File: src/hdl/ift_pkg.sv
package ift_pkg;

    localparam int unsigned ETHERTYPE_IPV4  = 16'h0800;
    localparam int unsigned PROTO_NUM_TCP   = 6;
    localparam int unsigned PROTO_NUM_UDP   = 17;
    localparam int unsigned IHL_WORDS_LO    = 5;
    localparam int unsigned IHL_WORDS_HI    = 15;
    localparam int unsigned HDR_WORD_LEN    = 4;
    localparam int unsigned PORT_PAIR_LEN   = 4;

    localparam int unsigned ETH_HDR_BYTES   = 14;
    localparam int unsigned IPV4_BASE_LEN   = 20;
    localparam int unsigned ETYPE_HI_POS    = 12;
    localparam int unsigned ETYPE_LO_POS    = 13;
    localparam int unsigned IP_PROTO_POS    = 23;
    localparam int unsigned IP_SRC_FIRST    = 26;
    localparam int unsigned IP_SRC_LAST     = 29;
    localparam int unsigned IP_DST_FIRST    = 30;
    localparam int unsigned IP_DST_LAST     = 33;
    localparam int unsigned L4_OFS_BITS     = 7;

    typedef logic [L4_OFS_BITS-1:0] t_l4_ofs;

    typedef struct packed {
        logic [7:0]  data_byte;
        logic        last_byte;
        logic        sink_ready;
        logic [63:0] time_now;
    } t_in_item;

    typedef struct packed {
        logic        record_valid;
        logic [31:0] source_address;
        logic [31:0] dest_address;
        logic [15:0] source_port;
        logic [15:0] dest_port;
        logic [7:0]  protocol;
        logic [15:0] frame_length;
        logic [63:0] timestamp;
        logic [63:0] frames_total;
        logic [63:0] records_dropped;
    } t_out_item;

    typedef struct packed {
        logic valid;
    } t_stage_ctl;

endpackage

File: src/hdl/ift_if.sv
interface ift_in_if;
    logic             valid;
    logic             ready;
    ift_pkg::t_in_item data;

    modport source(output valid, output data, input ready);
    modport sink(input valid, input data, output ready);
endinterface

interface ift_out_if;
    logic              valid;
    logic              ready;
    ift_pkg::t_out_item data;

    modport source(output valid, output data, input ready);
    modport sink(input valid, input data, output ready);
endinterface

File: src/hdl/ift_in_stage.sv
module ift_in_stage (
    input  logic              i_clk,
    input  logic              i_rst_n,
    input  logic              i_valid,
    input  ift_pkg::t_in_item i_item,
    output logic              o_ready,
    input  logic              i_take,
    output ift_pkg::t_stage_ctl o_ctl,
    output ift_pkg::t_in_item o_item
);

    logic              r_valid;
    ift_pkg::t_in_item r_item;
    logic              accept;

    assign o_ready = !r_valid || i_take;
    assign accept  = i_valid && o_ready;

    always_ff @(posedge i_clk) begin
        if (!i_rst_n) begin
            r_valid <= 1'b0;
        end else if (accept) begin
            r_valid <= 1'b1;
        end else if (i_take) begin
            r_valid <= 1'b0;
        end
    end

    always_ff @(posedge i_clk) begin
        if (accept) begin
            r_item <= i_item;
        end
    end

    assign o_ctl.valid = r_valid;
    assign o_item      = r_item;

endmodule

File: src/hdl/ift_core.sv
module ift_core #(
    parameter int unsigned LENGTH_BITS = 16
) (
    input  logic               i_clk,
    input  logic               i_rst_n,
    input  ift_pkg::t_stage_ctl i_ctl,
    input  ift_pkg::t_in_item  i_item,
    input  logic               i_out_free,
    output logic               o_take,
    output logic               o_load,
    output ift_pkg::t_out_item o_result
);

    localparam logic [LENGTH_BITS-1:0] OFS_MAX = {LENGTH_BITS{1'b1}};

    logic [LENGTH_BITS-1:0] r_offset, n_offset, c_offset;
    logic [15:0]            r_etype, n_etype, c_etype;
    logic [3:0]             r_ihl, n_ihl, c_ihl;
    logic [7:0]             r_proto, n_proto, c_proto;
    logic [31:0]            r_src, n_src, c_src;
    logic [31:0]            r_dst, n_dst, c_dst;
    logic [31:0]            r_ports, n_ports, c_ports;
    logic [63:0]            r_frames, n_frames;
    logic [63:0]            r_drops, n_drops;

    logic [LENGTH_BITS-1:0] pos;
    logic [7:0]             b;
    ift_pkg::t_l4_ofs       l4_old, l4_new;
    logic                   hdr_ok, ports_ok;
    logic [32:0]            total_w;

    assign pos    = r_offset;
    assign b      = i_item.data_byte;
    assign o_take = i_ctl.valid && (!i_item.last_byte || i_out_free);
    assign o_load = o_take && i_item.last_byte;

    assign l4_old = ift_pkg::t_l4_ofs'(ift_pkg::ETH_HDR_BYTES)
                  + ift_pkg::t_l4_ofs'(r_ihl) * ift_pkg::t_l4_ofs'(ift_pkg::HDR_WORD_LEN);
    assign l4_new = ift_pkg::t_l4_ofs'(ift_pkg::ETH_HDR_BYTES)
                  + ift_pkg::t_l4_ofs'(c_ihl) * ift_pkg::t_l4_ofs'(ift_pkg::HDR_WORD_LEN);

    // field capture for the byte at the current offset
    always_comb begin
        c_etype  = r_etype;
        c_ihl    = r_ihl;
        c_proto  = r_proto;
        c_src    = r_src;
        c_dst    = r_dst;
        c_ports  = r_ports;
        c_offset = (pos == OFS_MAX) ? pos : pos + LENGTH_BITS'(1);
        if (pos == LENGTH_BITS'(ift_pkg::ETYPE_HI_POS)
            || pos == LENGTH_BITS'(ift_pkg::ETYPE_LO_POS)) begin
            c_etype = {r_etype[7:0], b};
        end
        if (pos == LENGTH_BITS'(ift_pkg::ETH_HDR_BYTES)) begin
            c_ihl = b[3:0];
        end
        if (pos == LENGTH_BITS'(ift_pkg::IP_PROTO_POS)) begin
            c_proto = b;
        end
        if (pos >= LENGTH_BITS'(ift_pkg::IP_SRC_FIRST)
            && pos <= LENGTH_BITS'(ift_pkg::IP_SRC_LAST)) begin
            c_src = {r_src[23:0], b};
        end
        if (pos >= LENGTH_BITS'(ift_pkg::IP_DST_FIRST)
            && pos <= LENGTH_BITS'(ift_pkg::IP_DST_LAST)) begin
            c_dst = {r_dst[23:0], b};
        end
        // IHL is settled after byte 14, so the old value places the ports
        if (pos > LENGTH_BITS'(ift_pkg::ETH_HDR_BYTES)
            && pos >= LENGTH_BITS'(l4_old)
            && pos < LENGTH_BITS'(l4_old) + LENGTH_BITS'(ift_pkg::PORT_PAIR_LEN)) begin
            c_ports = {r_ports[23:0], b};
        end
    end

    assign total_w  = 33'(c_offset);
    assign hdr_ok   = c_offset >= LENGTH_BITS'(ift_pkg::ETH_HDR_BYTES + ift_pkg::IPV4_BASE_LEN)
                   && c_etype == 16'(ift_pkg::ETHERTYPE_IPV4)
                   && c_ihl >= 4'(ift_pkg::IHL_WORDS_LO)
                   && c_ihl <= 4'(ift_pkg::IHL_WORDS_HI);
    assign ports_ok = (c_proto == 8'(ift_pkg::PROTO_NUM_TCP)
                       || c_proto == 8'(ift_pkg::PROTO_NUM_UDP))
                   && c_offset >= LENGTH_BITS'(l4_new)
                                  + LENGTH_BITS'(ift_pkg::PORT_PAIR_LEN);

    always_comb begin
        n_offset = r_offset;
        n_etype  = r_etype;
        n_ihl    = r_ihl;
        n_proto  = r_proto;
        n_src    = r_src;
        n_dst    = r_dst;
        n_ports  = r_ports;
        n_frames = r_frames;
        n_drops  = r_drops;
        o_result = '0;
        if (o_take) begin
            if (i_item.last_byte) begin
                // clear per-frame state after the last byte
                n_offset = '0;
                n_etype  = '0;
                n_ihl    = '0;
                n_proto  = '0;
                n_src    = '0;
                n_dst    = '0;
                n_ports  = '0;
                n_frames = r_frames + 64'd1;
                if (hdr_ok && !i_item.sink_ready) begin
                    n_drops = r_drops + 64'd1;
                end
                if (hdr_ok && i_item.sink_ready) begin
                    o_result.record_valid   = 1'b1;
                    o_result.source_address = c_src;
                    o_result.dest_address   = c_dst;
                    if (ports_ok) begin
                        o_result.source_port = c_ports[31:16];
                        o_result.dest_port   = c_ports[15:0];
                    end
                    o_result.protocol     = c_proto;
                    o_result.frame_length = (total_w > 33'h0_FFFF) ? 16'hFFFF
                                                                   : total_w[15:0];
                    o_result.timestamp    = i_item.time_now;
                end
                o_result.frames_total    = n_frames;
                o_result.records_dropped = n_drops;
            end else begin
                n_offset = c_offset;
                n_etype  = c_etype;
                n_ihl    = c_ihl;
                n_proto  = c_proto;
                n_src    = c_src;
                n_dst    = c_dst;
                n_ports  = c_ports;
            end
        end
    end

    always_ff @(posedge i_clk) begin
        if (!i_rst_n) begin
            r_offset <= '0;
            r_etype  <= '0;
            r_ihl    <= '0;
            r_proto  <= '0;
            r_src    <= '0;
            r_dst    <= '0;
            r_ports  <= '0;
            r_frames <= '0;
            r_drops  <= '0;
        end else begin
            r_offset <= n_offset;
            r_etype  <= n_etype;
            r_ihl    <= n_ihl;
            r_proto  <= n_proto;
            r_src    <= n_src;
            r_dst    <= n_dst;
            r_ports  <= n_ports;
            r_frames <= n_frames;
            r_drops  <= n_drops;
        end
    end

    a_frame_clears: assert property (@(posedge i_clk) disable iff (!i_rst_n)
        o_load |=> (r_offset == '0 && r_etype == '0 && r_ihl == '0))
        else $error("per-frame state not cleared after last byte");

    a_mid_frame_counts_hold: assert property (@(posedge i_clk) disable iff (!i_rst_n)
        (o_take && !i_item.last_byte)
        |=> (r_frames == $past(r_frames) && r_drops == $past(r_drops)))
        else $error("counters moved on a mid-frame byte");

    a_frame_count_step: assert property (@(posedge i_clk) disable iff (!i_rst_n)
        o_load |=> (r_frames == $past(r_frames) + 64'd1))
        else $error("frame counter did not advance on last byte");

    a_record_xor_drop: assert property (@(posedge i_clk) disable iff (!i_rst_n)
        (o_load && o_result.record_valid) |=> (r_drops == $past(r_drops)))
        else $error("drop counted for an emitted record");

endmodule

File: src/hdl/ift_out_stage.sv
module ift_out_stage (
    input  logic               i_clk,
    input  logic               i_rst_n,
    input  logic               i_load,
    input  ift_pkg::t_out_item i_result,
    output logic               o_free,
    output logic               o_valid,
    input  logic               i_ready,
    output ift_pkg::t_out_item o_item
);

    logic               r_valid;
    ift_pkg::t_out_item r_item;

    assign o_free  = !r_valid || i_ready;
    assign o_valid = r_valid;
    assign o_item  = r_item;

    always_ff @(posedge i_clk) begin
        if (!i_rst_n) begin
            r_valid <= 1'b0;
        end else if (i_load) begin
            r_valid <= 1'b1;
        end else if (i_ready) begin
            r_valid <= 1'b0;
        end
    end

    always_ff @(posedge i_clk) begin
        if (i_load) begin
            r_item <= i_result;
        end
    end

endmodule

File: src/hdl/ipv4_flow_tuple_extractor.sv
// A frame's result is registered: its last byte goes from the input register to the result register.
// Throughput: one byte per cycle unless stalled; input register, header-capture logic, result register.
// Bytes keep flowing while a result waits; only a last byte stalls on a full result register.
// Reset (synchronous, active low) clears frame state, both counters and both valid flags.
// Byte offset saturates at 2^LENGTH_BITS - 1; reported length saturates at 65535.
module ipv4_flow_tuple_extractor #(
    parameter int unsigned LENGTH_BITS = 16
) (
    input  logic      i_clk,
    input  logic      i_rst_n,
    ift_in_if.sink    i_in,
    ift_out_if.source o_out
);

    ift_pkg::t_stage_ctl s1_ctl;
    ift_pkg::t_in_item   s1_item;
    ift_pkg::t_out_item  result;
    logic                take;
    logic                load;
    logic                out_free;

    ift_in_stage u_in_stage (
        .i_clk   (i_clk),
        .i_rst_n (i_rst_n),
        .i_valid (i_in.valid),
        .i_item  (i_in.data),
        .o_ready (i_in.ready),
        .i_take  (take),
        .o_ctl   (s1_ctl),
        .o_item  (s1_item)
    );

    ift_core #(
        .LENGTH_BITS (LENGTH_BITS)
    ) u_core (
        .i_clk      (i_clk),
        .i_rst_n    (i_rst_n),
        .i_ctl      (s1_ctl),
        .i_item     (s1_item),
        .i_out_free (out_free),
        .o_take     (take),
        .o_load     (load),
        .o_result   (result)
    );

    ift_out_stage u_out_stage (
        .i_clk    (i_clk),
        .i_rst_n  (i_rst_n),
        .i_load   (load),
        .i_result (result),
        .o_free   (out_free),
        .o_valid  (o_out.valid),
        .i_ready  (o_out.ready),
        .o_item   (o_out.data)
    );

endmodule
File: src/flat_wrapper.sv
// flat-port wrapper written by rule: the top's interface ports become plain ports
module ipv4_flow_tuple_extractor_flat 
#(
    parameter int unsigned LENGTH_BITS = 16
)
  (i_clk, i_rst_n, i_in_valid, i_in_data, i_in_ready, o_out_valid, o_out_data, o_out_ready);
  ift_in_if i_in_i ();
  ift_out_if o_out_i ();
  input  logic i_clk;
  input  logic i_rst_n;
  input wire logic [$bits(i_in_i.valid)-1:0] i_in_valid;
  input wire logic [$bits(i_in_i.data)-1:0] i_in_data;
  output wire logic [$bits(i_in_i.ready)-1:0] i_in_ready;
  output wire logic [$bits(o_out_i.valid)-1:0] o_out_valid;
  output wire logic [$bits(o_out_i.data)-1:0] o_out_data;
  input wire logic [$bits(o_out_i.ready)-1:0] o_out_ready;
  assign i_in_i.valid = i_in_valid;
  assign i_in_i.data = i_in_data;
  assign i_in_ready = i_in_i.ready;
  assign o_out_valid = o_out_i.valid;
  assign o_out_data = o_out_i.data;
  assign o_out_i.ready = o_out_ready;
  ipv4_flow_tuple_extractor #(.LENGTH_BITS(LENGTH_BITS)) u_core (.i_clk(i_clk), .i_rst_n(i_rst_n), .i_in(i_in_i), .o_out(o_out_i));
endmodule
File: config.mk
export PLATFORM = sky130hd
export DESIGN_NAME = ipv4_flow_tuple_extractor_flat
export DESIGN_NICKNAME = d
export VERILOG_FILES = /design/src/hdl/ift_pkg.sv /design/src/hdl/ift_if.sv /design/src/hdl/ift_in_stage.sv /design/src/hdl/ift_core.sv /design/src/hdl/ift_out_stage.sv /design/src/hdl/ipv4_flow_tuple_extractor.sv /design/src/flat_wrapper.sv
export SDC_FILE = /design/constraint.sdc
export NUM_CORES = 1
export LEC_CHECK = 0
export BUFFER_PORTS_ARGS = -buffer_cell sky130_fd_sc_hd__buf_2
export CAP_MARGIN = 10
export CELL_PAD_IN_SITES_DETAIL_PLACEMENT = 0
export CELL_PAD_IN_SITES_GLOBAL_PLACEMENT = 2
export CORE_MARGIN = 5
export CORE_UTILIZATION = 37
export CTS_CLUSTER_DIAMETER = 200
export DETAILED_ROUTE_END_ITERATION = 16
export PLACE_DENSITY_LB_ADDON = 0.25
export SLEW_MARGIN = 20
export SYNTH_ARGS = -nofsm -noshare
export SYNTH_HDL_FRONTEND = slang
export SYNTH_SLANG_ARGS = --single-unit
File: constraint.sdc
create_clock -name i_clk -period 14.2 [get_ports i_clk]
set_input_delay 0 -clock i_clk [delete_from_list [all_inputs] [get_ports i_clk]]
set_output_delay 0 -clock i_clk [all_outputs]
set_load 0.02 [all_outputs]
==> impl_metrics.ini <==
[layout]
design_area_sq_mm = 0.0353
area.growth.synth_to_final_pct = 21.1
layout.cells.non_filler = 4293
post_route_cells_drive_above_1_share_pct = 18.1
filler_cell_count = 7315
utilization_pct = 45.4
num-nets-final = 3294

[route]
drt-total-wl_mm = 85.6
first_pass_iteration_count_of_the_detailed_router = 6
detail_route.iter0.violations = 1547
route.antenna.remaining_nets = 0
vias = 23161
wl_per_cell_um = 19.9
remaining_drc_errors = 0
post_drt_via_cell_ratio = 5.40

[timing]
layout_worst_path_cycle_share_pct = 39.0
hold_violations = 0
max_slew_margin_pct = 25.5
max_slew.worst_pin.slew_ns = 1.11
setup_viol_count_final = 0
layout_min_cycle_time_ns = 5.54
final.setup_skew_ns = 0.0229
report.final.slew_viol_count = 0
final.setup.tns_ns = 0
clock.fmax_mhz = 181
rsz0062_at_grt = no

[logic_synthesis]
yosys.cell_types.count = 70
asyncSetResetFlopFracSynth_pct = 0
syn_area_sq_mm = 0.0291
netlist.top_cell.by_area = edfxtp_1
dominant_combinational_cell_family_by_area_after_synthesis = simple AND/OR/NAND/NOR gates
fraction_of_the_mapped_netlist_area_in_simple_logic_gates_pct = 20.3
share_of_the_synthesized_netlist_area_taken_by_xor_and_xnor_gates_pct = 3.25
synthMostInstantiatedCell = edfxtp_1
yosys.area_share.adder_pct = 1.07
sequential_element_share_of_the_synthesized_area_pct = 58.5
yosys-top-cells-count = edfxtp_1, nand2_1, nor2_1, dfxtp_1, a21oi_1
postSynth.topFlopCell = edfxtp_1
synthesis.nets = 2916
synth-edff-count = 387
muxShareOfSynthArea_pct = 0.602
postSynthCellCount = 2813
synth-compound-area-share_pct = 13.0
syn_area_per_cell_sq_um = 10.3
synthesis.yosys.warnings = 0
ys_seq_elements = 657
synthTopCellsByArea = edfxtp_1, dfxtp_1, a21oi_1, nand2_1, nor2_1
synth_top_cell_area_share_pct = 39.9

[die]
core_region_area_sq_mm = 0.0777
die_y_um = 290
floorplan.die_area_sq_mm = 0.0844
placement_rows = 102
initial_core_util_pct = 37.4
ioPinCount = 393
width_of_the_die_um = 290

[critical_path]
crit_path_max_fanout = 28
reg2reg_slack_ns = 8.66
end_kind = register
arrival_ns = 6.06
cp-start-kind = register
worst-setup-path-type = register to register
worst_ep_required_time_ns = 14.73

[clocking]
cts_root_buf = clkbuf_16
clock_tree_from_tritoncts = built
clk-insertion-delay-late_ns = 0.62
cts_buffer_depth = 3
cts-buffers-inserted = 77
cts_repair_resize_count = 0
htree_levels = 3
path_clk_slew_ns = 0.06
cts.sink_count = 657

[run_status]
status = complete, no violations

[global_route]
pin_count_of_the_biggest_net_entering_global_routing = 123
grt_pass1_vias = 22545
grt.total_usage_pct = 19.4
first_pass_grt_wire_length_mm = 133
gr-total-overflow = 0
initial_antenna_violation_count = 1

[pwr]
cellLeakagePower_nw = 12.5
fin_total_pwr_mw = 4.16
vdd_ir_drop_max_uv = 149
power.density_cell_area_mw_per_mm2 = 118

[placement]
placed_instance_area_sq_mm = 0.0319
port-buffer-count = 392
place_congestion = 0.812
post-dp-hpwl_mm = 54.8
place_inst = 4074

[min_path]
worst_hold_check_path_type = input port to register

[run]
cap_viol_max_count = 0
critical path, cell delays in order, from the launching register on:
cell and delay [ns]:
dfxtp_1 0.42, or4_4 0.60, nor4_2 0.89, mux2_2 0.46, inv_1 0.06, ha_1 0.17
o21a_1 0.12, o211ai_1 0.08, mux2i_1 0.34, and2_1 0.63, nand3_2 0.57, buf_4 0.43
or4_1 0.49, a21oi_1 0.17
layer usage:
layer  part of all wire (%)  wire [um]  global-route usage, %
met5                      0          0                      0
met4                    2.6       2260                   5.42
met3                    6.1       5210                   4.28
met2                     48      40700                   32.2
met1                     44      37400                   25.9
cell type report:
cell class | instances | area (sq um) | share of cell area [%]
multi-input cells | 1919 | 11200 | 31.8
diodes | 1 | 2.50 | 0.00710
clock buffers | 103 | 2140 | 6.06
flip-flops and latches | 657 | 17000 | 48.3
clock inverters | 37 | 420 | 1.19
inverters | 31 | 129 | 0.366
well taps | 1040 | 1300 | 3.69
repair buffers | 505 | 3010 | 8.54
logic make-up (layout without fill, tap and decap cells):
kind of cell,after synthesis,count (layout)
flops,657,657
simple gates,1161,1161
other cells,1,2
compound gates,607,607
xor+xnor,108,108
buf+inv,237,676
fa+ha+maj,25,25
mux,17,17
cells in the final DEF, fill, tap and decap left out, types with 60 or more instances in the layout:
cell / Yosys / layout
clkbuf_16: 0 / 79
nand3_1: 78 / 77
a22oi_1: 104 / 104
dlygate4sd3_1: 0 / 78
dfxtp_1: 270 / 270
or3_1: 61 / 61
o31ai_1: 96 / 96
a21oi_1: 265 / 264
and2_1: 85 / 84
o21ai_0: 61 / 60
nor2_1: 285 / 285
edfxtp_1: 387 / 387
or4_1: 107 / 107
buf_2: 22 / 392
nand2_1: 319 / 318
registers in the layout (all words and copies together), names as in the netlist:
signal                      cells
u_core.u_core.pos              16
u_core.u_out_stage.o_valid      1
u_core.u_core.r_proto           8
u_core.u_core.r_frames         64
u_core.u_core.r_drops          64
u_core.u_core.r_dst            32
u_core.u_in_stage.o_item       74
u_core.u_core.r_ihl             4
u_core.u_core.r_ports          32
u_core.u_core.r_src            32
u_core.u_out_stage.o_item     313
u_core.u_core.r_etype          16
u_core.u_in_stage.o_ctl         1
final timing paths:
path                                               endpoint  depth (start not counted)                      start
worst min-delay path            u_core.u_in_stage.o_item[6]                          2               i_in_data[6]
worst min register to register    u_core.u_core.r_ports[31]                          1  u_core.u_core.r_ports[31]
worst max-delay path               u_core.u_core.r_drops[8]                         13       u_core.u_core.pos[8]
worst max register to register     u_core.u_core.r_drops[8]                         13       u_core.u_core.pos[8]
power breakdown:
part / leakage, nW / switching (mW) / total, mW / internal [mW]
registers: 6.39 / 0.0108 / 2.04 / 2.03
clock network: 1.25 / 0.807 / 2.01 / 1.20
logic: 4.83 / 0.0758 / 0.108 / 0.0319
what timing repair did:
item	CTS	global route
setup endpoints to repair	0	0
hold endpoints to repair	94	0
hold buffers	78	0
buffers inserted	0	0
through the flow:
| stage | hold WS [ns] | worst slack (ns) |
|---|---|---|
| after floorplan | 0.0989 | 3.14 |
| after global placement | 0.176 | 8.51 |
| after detailed placement | 0.178 | 8.24 |
| after CTS | 0.0407 | 8.23 |
| after global routing | 0.0744 | 8.30 |
| final | 0.0844 | 8.66 |
Note: power is estimated with default switching activity, not from simulation.
